## src/rtl/mtao_pkg.sv

```systemverilog
`default_nettype none
package mtao_pkg;

  localparam int IDX_W         = 12;
  localparam int AREA_W        = 13;
  localparam int IN_GREY_W     = 8;
  localparam int OUT_GREY_W    = 8;
  localparam int IN_DATA_W     = 48;
  localparam int OUT_DATA_W    = 24;
  localparam int DEF_MAX_NODES = 4096;
  localparam int DEF_GREY_BITS = 8;

  localparam logic ACT_LOAD  = 1'b0;
  localparam logic ACT_QUERY = 1'b1;

  typedef struct packed {
    logic                  valid;
    logic [IDX_W-1:0]      index;
    logic [OUT_GREY_W-1:0] value;
  } res_t;

endpackage
`default_nettype wire

```

## src/rtl/mtao_walker.sv

```systemverilog
`default_nettype none
// Sequencer: loads nodes, climbs the parent chain, then re-walks it to mark results.
module mtao_walker #(
  parameter int MAX_NODES = mtao_pkg::DEF_MAX_NODES,
  parameter int GREY_BITS = mtao_pkg::DEF_GREY_BITS,
  localparam int AW = $clog2(MAX_NODES)
) (
  input  wire logic                           clk,
  input  wire logic                           rst_n,
  input  wire logic                           in_valid,
  output logic                                in_ready,
  input  wire logic                           in_action,
  input  wire logic [mtao_pkg::IDX_W-1:0]     in_node,
  input  wire logic [mtao_pkg::IDX_W-1:0]     in_parent,
  input  wire logic [mtao_pkg::AREA_W-1:0]    in_area,
  input  wire logic [mtao_pkg::IN_GREY_W-1:0] in_grey,
  input  wire logic [mtao_pkg::AREA_W-1:0]    thr,
  output logic                                rec_we,
  output logic      [AW-1:0]                  rec_waddr,
  output logic      [mtao_pkg::IDX_W-1:0]     rec_wparent,
  output logic      [mtao_pkg::AREA_W-1:0]    rec_warea,
  output logic      [GREY_BITS-1:0]           rec_wgrey,
  output logic      [AW-1:0]                  rd_addr,
  input  wire logic [mtao_pkg::IDX_W-1:0]     rec_rparent,
  input  wire logic [mtao_pkg::AREA_W-1:0]    rec_rarea,
  input  wire logic [GREY_BITS-1:0]           rec_rgrey,
  output logic                                mk_we,
  output logic      [AW-1:0]                  mk_waddr,
  output logic                                mk_wdone,
  output logic      [GREY_BITS-1:0]           mk_wresult,
  input  wire logic                           mk_rdone,
  input  wire logic [GREY_BITS-1:0]           mk_rresult,
  output mtao_pkg::res_t                      res,
  input  wire logic                           res_ready
);

  localparam int          SW    = $clog2(MAX_NODES + 1);
  localparam logic [31:0] MAX_U = 32'(MAX_NODES);

  typedef enum logic [5:0] {
    ST_CLR   = 6'b000001,
    ST_IDLE  = 6'b000010,
    ST_FETCH = 6'b000100,
    ST_WALK  = 6'b001000,
    ST_MARK  = 6'b010000,
    ST_DONE  = 6'b100000
  } state_t;

  state_t                       state_r, state_nxt;
  logic [AW-1:0]                clr_r, clr_nxt;
  logic [mtao_pkg::IDX_W-1:0]   node_r, node_nxt;
  logic [mtao_pkg::IDX_W-1:0]   cur_r, cur_nxt;
  logic [mtao_pkg::IDX_W-1:0]   par_r, par_nxt;
  logic [mtao_pkg::AREA_W-1:0]  area_r, area_nxt;
  logic [GREY_BITS-1:0]         grey_r, grey_nxt;
  logic                         cdone_r, cdone_nxt;
  logic [GREY_BITS-1:0]         cres_r, cres_nxt;
  logic [SW-1:0]                steps_r, steps_nxt;
  logic [GREY_BITS-1:0]         val_r, val_nxt;

  logic in_fire;
  logic in_range;
  logic par_ok;
  logic climb;

  assign in_ready = (state_r == ST_IDLE);
  assign in_fire  = in_valid && in_ready;
  assign in_range = 32'(in_node) < MAX_U;
  // parent neither self nor outside the tree
  assign par_ok   = (par_r != cur_r) && (32'(par_r) < MAX_U);
  assign climb    = !cdone_r && par_ok && (steps_r != SW'(MAX_NODES))
                    && ((grey_r == rec_rgrey) || (area_r <= thr));

  always_comb begin
    state_nxt   = state_r;
    clr_nxt     = clr_r;
    node_nxt    = node_r;
    cur_nxt     = cur_r;
    par_nxt     = par_r;
    area_nxt    = area_r;
    grey_nxt    = grey_r;
    cdone_nxt   = cdone_r;
    cres_nxt    = cres_r;
    steps_nxt   = steps_r;
    val_nxt     = val_r;
    rec_we      = 1'b0;
    rec_waddr   = AW'(in_node);
    rec_wparent = in_parent;
    rec_warea   = in_area;
    rec_wgrey   = GREY_BITS'(in_grey);
    rd_addr     = AW'(in_node);
    mk_we       = 1'b0;
    mk_waddr    = AW'(in_node);
    mk_wdone    = 1'b0;
    mk_wresult  = '0;
    case (state_r)
      ST_CLR: begin
        mk_we    = 1'b1;
        mk_waddr = clr_r;
        clr_nxt  = clr_r + AW'(1);
        if (clr_r == AW'(MAX_NODES - 1)) begin
          state_nxt = ST_IDLE;
        end
      end
      ST_IDLE: begin
        if (in_fire) begin
          node_nxt  = in_node;
          steps_nxt = '0;
          if (in_action == mtao_pkg::ACT_LOAD) begin
            rec_we = in_range;
            mk_we  = in_range;
          end else if (in_range) begin
            state_nxt = ST_FETCH;
          end else begin
            val_nxt   = '0;
            state_nxt = ST_DONE;
          end
        end
      end
      ST_FETCH: begin
        cur_nxt   = node_r;
        par_nxt   = rec_rparent;
        area_nxt  = rec_rarea;
        grey_nxt  = rec_rgrey;
        cdone_nxt = mk_rdone;
        cres_nxt  = mk_rresult;
        rd_addr   = AW'(rec_rparent);
        state_nxt = ST_WALK;
      end
      ST_WALK: begin
        // read data holds the record of the current node's parent
        if (climb) begin
          cur_nxt   = par_r;
          par_nxt   = rec_rparent;
          area_nxt  = rec_rarea;
          grey_nxt  = rec_rgrey;
          cdone_nxt = mk_rdone;
          cres_nxt  = mk_rresult;
          steps_nxt = steps_r + SW'(1);
          rd_addr   = AW'(rec_rparent);
        end else begin
          if (cdone_r) begin
            val_nxt = cres_r;
          end else if (area_r > thr) begin
            val_nxt = grey_r;
          end else begin
            val_nxt = '0;
          end
          cur_nxt   = node_r;
          rd_addr   = AW'(node_r);
          state_nxt = ST_MARK;
        end
      end
      ST_MARK: begin
        // steps_r + 1 writes: every climbed node, then the stopping node
        mk_we      = 1'b1;
        mk_waddr   = AW'(cur_r);
        mk_wdone   = 1'b1;
        mk_wresult = val_r;
        cur_nxt    = rec_rparent;
        rd_addr    = AW'(rec_rparent);
        if (steps_r == '0) begin
          state_nxt = ST_DONE;
        end else begin
          steps_nxt = steps_r - SW'(1);
        end
      end
      ST_DONE: begin
        if (res_ready) begin
          state_nxt = ST_IDLE;
        end
      end
      default: begin
        state_nxt = ST_CLR;
      end
    endcase
  end

  assign res.valid = (state_r == ST_DONE);
  assign res.index = node_r;
  assign res.value = mtao_pkg::OUT_GREY_W'(val_r);

  always_ff @(posedge clk) begin
    if (!rst_n) begin
      state_r <= ST_CLR;
      clr_r   <= '0;
    end else begin
      state_r <= state_nxt;
      clr_r   <= clr_nxt;
    end
    node_r  <= node_nxt;
    cur_r   <= cur_nxt;
    par_r   <= par_nxt;
    area_r  <= area_nxt;
    grey_r  <= grey_nxt;
    cdone_r <= cdone_nxt;
    cres_r  <= cres_nxt;
    steps_r <= steps_nxt;
    val_r   <= val_nxt;
  end

endmodule
`default_nettype wire

```

## config.mk

```make
export PLATFORM = sky130hd
export DESIGN_NAME = mtao_walker
export DESIGN_NICKNAME = d
export VERILOG_FILES = /design/src/rtl/mtao_pkg.sv /design/src/rtl/mtao_walker.sv
export SDC_FILE = /design/constraint.sdc
export NUM_CORES = 1
export LEC_CHECK = 0
export BUFFER_PORTS_ARGS = -buffer_cell sky130_fd_sc_hd__buf_2
export CORE_MARGIN = 2
export CORE_UTILIZATION = 54
export DETAILED_ROUTE_END_ITERATION = 16
export PLACE_DENSITY_LB_ADDON = 0.08
export SETUP_SLACK_MARGIN = 0.15
export SLEW_MARGIN = 5
export SYNTH_ARGS = -nofsm -noshare
export SYNTH_HDL_FRONTEND = slang
export SYNTH_SLANG_ARGS = --single-unit
```

## constraint.sdc

```tcl
create_clock -name clk -period 7.95 [get_ports clk]
set_clock_uncertainty 0.05 [all_clocks]
set_input_delay 1.59 -clock clk [delete_from_list [all_inputs] [get_ports clk]]
set_output_delay 1.59 -clock clk [all_outputs]
set_load 0.005 [all_outputs]
```

### After elaboration in Yosys (flattened, before gate mapping)

Cells that the tools add are included.

| storage, ports and cells | value |
|---|---|
| flip-flop bits (word level) | 105 |
| output and inout port bits | 102 |
| logic and storage cells | 86 |

| operators by class | value |
|---|---|
| $add $sub $neg | 3 |
| $lt $le $gt $ge | 2 |
| eq/ne operators | 18 |
| mux-type cells | 34 |
| bitwise logic cells | 1 |
| reductions and logical operators | 17 |

Operators with widths:

| cell | number |
|---|---|
| one-hot mux 12 bit (2 select lines) | 3 |
| 2-to-1 mux 13 bit | 4 |
| 2-to-1 mux 8 bit | 5 |
| one-hot mux 13 bit (3 select lines) | 1 |
| 2-to-1 mux 12 bit | 3 |
| 2-to-1 mux 6 bit | 6 |
| one-hot mux 12 bit (3 select lines) | 1 |
| one-hot mux 6 bit (6 select lines) | 1 |
| one-hot mux 8 bit (2 select lines) | 2 |
| one-hot mux 13 bit (2 select lines) | 1 |
| adder 13 x 1 -> 13 bit (second input constant) | 1 |
| > comparator 13 bit | 1 |
| <= comparator 13 bit | 1 |
| zero test 13 bit | 1 |
| inequality test 13 bit (second input constant) | 1 |
| subtractor 13 x 1 -> 13 bit (second input constant) | 1 |
| adder 12 x 1 -> 12 bit (second input constant) | 1 |
| == test 12 bit (second input constant) | 1 |
| inequality test 12 bit | 1 |
| inequality test 2 bit (second input constant) | 5 |
| == test 8 bit | 1 |
| == test 6 x 1 -> 1 bit (second input constant) | 1 |
| == test 6 x 2 -> 1 bit (second input constant) | 1 |
| == test 6 x 3 -> 1 bit (second input constant) | 1 |
| other kinds (16) | 30 |

### Logic depth before layout (Yosys ltp)

| logic depth | value |
|---|---|
| depth in word-level cells | 6 |
| depth in mapped cells | 14 |
| gate-level depth less buffers | 11 |

### Worst setup path before layout

OpenSTA, ideal clock, no wires.

| timing | value |
|---|---|
| path type | input port to output port |
| start | input thr[4] (netlist name) |
| end | output rd_addr[0] |
| arrival | 3659 ps |
| required time | 6310 ps |
| path slack | 2651 ps |
| stages on the path | 11 |
| cells stage by stage | inv_1 -> ha_1 -> and3_1 -> o21ai_1 -> a31oi_1 -> o41a_1 -> buf_6 -> a2111oi_4 -> or3_4 -> buf_6 -> a21o_1 |

| on the way | value |
|---|---|
| longest elaborated chain between the ends | 5 |

RTL lines:

| element | RTL line | source |
|---|---|---|
| from (decl) | mtao_walker.sv:17 | `input wire logic [mtao_pkg::AREA_W-1:0] thr,` |
| <= comparator 13 bit | mtao_walker.sv:72 | `&& ((grey_r == rec_rgrey) \|\| (area_r <= thr));` |
| logical OR 1 bit | mtao_walker.sv:72 |  |
| logical AND 1 bit | mtao_walker.sv:72 |  |
| 2-to-1 mux 12 bit | mtao_walker.sv:132 | `if (climb) begin` |
| one-hot mux 12 bit (2 select lines) | mtao_walker.sv:96 | `case (state_r)` |
| to (decl) | mtao_walker.sv:23 | `output logic [AW-1:0] rd_addr,` |

Every way passes these cells.

### Final worst setup path

| timing | value |
|---|---|
| start | input thr[11] (netlist name) |
| end | output rd_addr[11] |

Same word-level chain as after synthesis.

==> flow_summary.rst <==
.. list-table::
   :header-rows: 1

   * - Metric
     - Value
   * - Growth of design area from synthesis to finish
     - 11.7%
   * - Power share of the clock group
     - 0.324
   * - Total power density per cell area
     - 156 mW/mm^2
   * - Setup-violating endpoint count in the final report
     - 0
   * - Overflow left after global routing
     - 0
   * - Yosys warning count
     - 0
   * - Detailed Routing Iterations Pass 1
     - 4
   * - FP Rows
     - 38
   * - Vertical die dimension
     - between 100 and 150 um
   * - Drt total wl
     - about 13,000 um
   * - Area of the die
     - roughly 0.012 sq mm
   * - Yosys reg bits
     - 105
   * - Post-Syn Nets
     - roughly 660
   * - CORE AREA
     - between 0.01 and 0.015 sq mm
   * - Number of buffers added by the clock tree synthesis step
     - 9
   * - Cell types with the largest area share after synthesis
     - edfxtp_1, dfxtp_1, buf_4, ha_1, xnor2_1
   * - Upper clock frequency limit
     - roughly 0.17 GHz
   * - Fillers
     - 950
   * - Sequential cell area fraction in the yosys report
     - 0.507
   * - Part of the total power dissipated in combinational logic
     - 0.087
   * - Largest fanout on the critical path
     - 14
   * - Slew at the pin closest to its max-slew limit
     - ~1.1 ns
   * - Area of all placed cells without fillers
     - between 0.006 and 0.007 sq mm
   * - Top Ports
     - a little over 200
   * - Hold Buf Count CTS
     - 0
   * - Share of flip-flops with an asynchronous set or reset
     - 0
   * - Critical path class
     - input pin to output pin
   * - Area of the multi-input gates
     - between 0.002 and 0.0025 sq mm
   * - Cell Area, Synth
     - a little under 0.006 sq mm
   * - Tightest hold margin
     - just under 0.5 ns
   * - Diodes inserted
     - 0
   * - Cell type with the largest total area after synthesis
     - edfxtp_1
   * - Vias in the first global route
     - ~4,300
   * - Sequential cell area
     - between 0.002 and 0.003 sq mm
   * - Outcome
     - complete, no violations
   * - Global-route wire length before repair
     - about 21,000 um
   * - Bufs on Longest Clock Path
     - 2
   * - RSZ-0062 raised after global routing
     - no
   * - Layout Utilization
     - 0.612
   * - Worst path required time
     - approximately 6.3 ns
   * - Share of cells above drive strength 1
     - 0.269
   * - Post-CTS clock slew at the launch and capture registers of the worst setup and hold paths
     - ~0.09 ns
   * - Post-DR vias/cell
     - 5.62
   * - X dimension of the die
     - 108 um
   * - EDFF count, synth
     - between 80 and 90
   * - Final std cells w/o fill
     - a little under 800
   * - Hold WC Path Type
     - flop to flop
   * - Average instance area after synthesis
     - roughly 11 sq um
   * - Commonest register cell after synthesis
     - edfxtp_1
   * - HPWL reported at the end of detailed placement
     - 9720 um
   * - Number of different library cells in the post-synthesis netlist
     - between 50 and 60
   * - Maximum number of pins on one net before global-route repair
     - 44
   * - Initial core utilization
     - 0.548
   * - Hold Violations, Final
     - 0
   * - Number of clock sinks
     - ~110
   * - Sequential group share of total power
     - 0.588
   * - Number of antenna-violating nets in the routed design
     - 0
   * - Post-route DRC violation count
     - 0
   * - Port Buffer Count
     - 140
   * - Total number of nets in the final design
     - about 760
   * - Final max-slew violation count
     - 0
   * - Switching Fraction
     - 0.232
   * - Vias after detailed routing
     - ~4,300
   * - Number of max-capacitance violations reported
     - 0
   * - Internal power of the cells
     - just under 800 uW
   * - Switch Pwr
     - about 240 uW
   * - Sum Neg Setup Slack
     - 0 ns
   * - Signal arrival time at the worst endpoint
     - 4.24 ns
   * - CTS tree
     - yes
   * - Number of DRC markers after the initial detailed-route iteration
     - ~230
   * - Initial antenna violation count
     - 0
   * - Share of the synthesized area in the top cell type
     - 0.446
   * - Endpoint type of the worst setup path
     - output pin
   * - # placed instances
     - around 750
   * - Worst relative slew slack
     - 0.265
   * - Later-pin clock latency in the skew report
     - approximately 0.37 ns
   * - Routed length per placed instance
     - about 17 um
   * - Cell count after synthesis
     - 530
   * - Placed Area
     - roughly 0.0064 sq mm
   * - Total number of H-tree levels
     - 3
   * - Minimum clock period
     - just under 6 ns
   * - Crit share post-route
     - 0.739
   * - Total GRT Usage
     - 0.235
   * - Peak supply drop
     - between 0.07 and 0.08 mV
   * - Root buffer selected by CTS
     - clkbuf_8
   * - Critical path startpoint category
     - input pin
   * - Post-CTS setup buffer count
     - 0
   * - PostCTS Resize Cnt
     - 0
   * - Final RePlAce weighted congestion
     - around 0.86
   * - Leakage dissipation
     - 0.00286 uW
==> state kept, by name (all words and copies together) (netlist names) <==
name / flops
cur_r: 12
grey_r: 8
clr_r: 12
state_r: 6
node_r: 12
cres_r: 8
val_r: 8
cdone_r: 1
par_r: 12
steps_r: 13
area_r: 13
==> stage by stage <==
stage | total power, uW | worst slack, ns
2_1_floorplan | 673 | 2.65
3_3_place_gp | 700 | 2.15
3_5_place_dp | 702 | 2.10
4_1_cts | 1020 | 2.08
5_1_grt | 1050 | 1.93
6_report | 1020 | 2.07
==> layout make-up <==
| cell class | count | share of cell area |
|---|---|---|
| well taps | 140 | 0.0268 |
| flip-flops and latches | 105 | 0.454 |
| repair buffers | 146 | 0.114 |
| clock buffers | 11 | 0.0201 |
| clock inverters | 5 | 0.00860 |
| multi-input cells | 342 | 0.365 |
| inverters | 20 | 0.0115 |
==> worst max-delay path, cell delays in order <==
cell,delay [ns]
buf_2,0.07
inv_1,0.03
ha_1,0.32
and4_1,0.23
nand4_1,0.11
a31oi_1,0.06
o41a_1,0.60
a2111oi_4,0.39
buf_4,0.27
or3_4,0.29
a21o_1,0.15
buf_2,0.12
==> Yosys cell counts, drive strengths merged, types with 10 or more instances <==
cell type / count
a21o: 28
a22o: 24
a22oi: 11
and2: 17
buf: 52
clkbuf: 10
dfxtp: 18
edfxtp: 87
ha: 25
inv: 20
nand2: 51
nand3: 11
nand4: 10
nor2: 24
o21ai: 22
xnor2: 25
xor2: 14
==> layout by cell type (no fill, tap or decap), types with 3 or more instances in the layout <==
| master | instances |
|---|---|
| a21oi_1 | 7 |
| and3_1 | 5 |
| buf_2 | 140 |
| o21bai_1 | 3 |
| a22o_1 | 24 |
| and2_1 | 17 |
| a21o_1 | 28 |
| o21ai_0 | 19 |
| xor2_1 | 14 |
| nand4_1 | 10 |
| a211oi_1 | 4 |
| buf_4 | 6 |
| a31oi_1 | 3 |
| nor4_1 | 8 |
| inv_1 | 20 |
| o21a_1 | 3 |
| dfxtp_1 | 18 |
| ha_1 | 25 |
| xnor2_1 | 25 |
| nor3_1 | 7 |
| nand2_1 | 51 |
| clkbuf_8 | 9 |
| or3_1 | 3 |
| nand3_1 | 10 |
| edfxtp_1 | 87 |
| a22oi_1 | 11 |
| nor2_1 | 23 |
| a21boi_0 | 3 |
| nor2b_1 | 6 |
==> cells by family (layout without fill, tap and decap cells) <==
logic type | after synthesis | count (layout) | share of synthesized area
buffers and inverters | 83 | 182 | 0.0867
and+or+nand+nor | 156 | 156 | 0.137
muxes | 2 | 2 | 0.00363
AOI/OAI and AO/OA | 119 | 119 | 0.150
adders and majority gates | 26 | 26 | 0.0568
DFF | 105 | 105 | 0.507
xor gates and xnor gates | 39 | 39 | 0.0583
==> power by group through the flow <==
stage                     registers [uW]  clock network [uW]  logic, uW
after floorplan                      611                   0       61.9
after global placement               613                   0       87.7
after detailed placement             613                   0       89.5
after CTS                            600                 335       89.9
after global routing                 601                 353        100
final                                600                 331       89.3
==> worst paths after layout <==
path / from / end / slack [ns] / depth (start not counted)
hold reg to reg: clr_r[10] / clr_r[10] / 0.48 / 2
setup / recovery: thr[11] / rd_addr[11] / 2.07 / 12
hold / removal: clr_r[10] / clr_r[10] / 0.48 / 2
setup reg to reg: state_r[2] / steps_r[12] / 3.91 / 12
==> layer usage <==
metal	wire, um	track usage	vias to the layer above
li1	-	-	2080
met1	5610	0.286	2083
met2	6720	0.409	117
met3	728	0.0434	43
met4	359	0.0989	0
met5	0	0	-
Note: power is estimated with default switching activity, not from simulation.
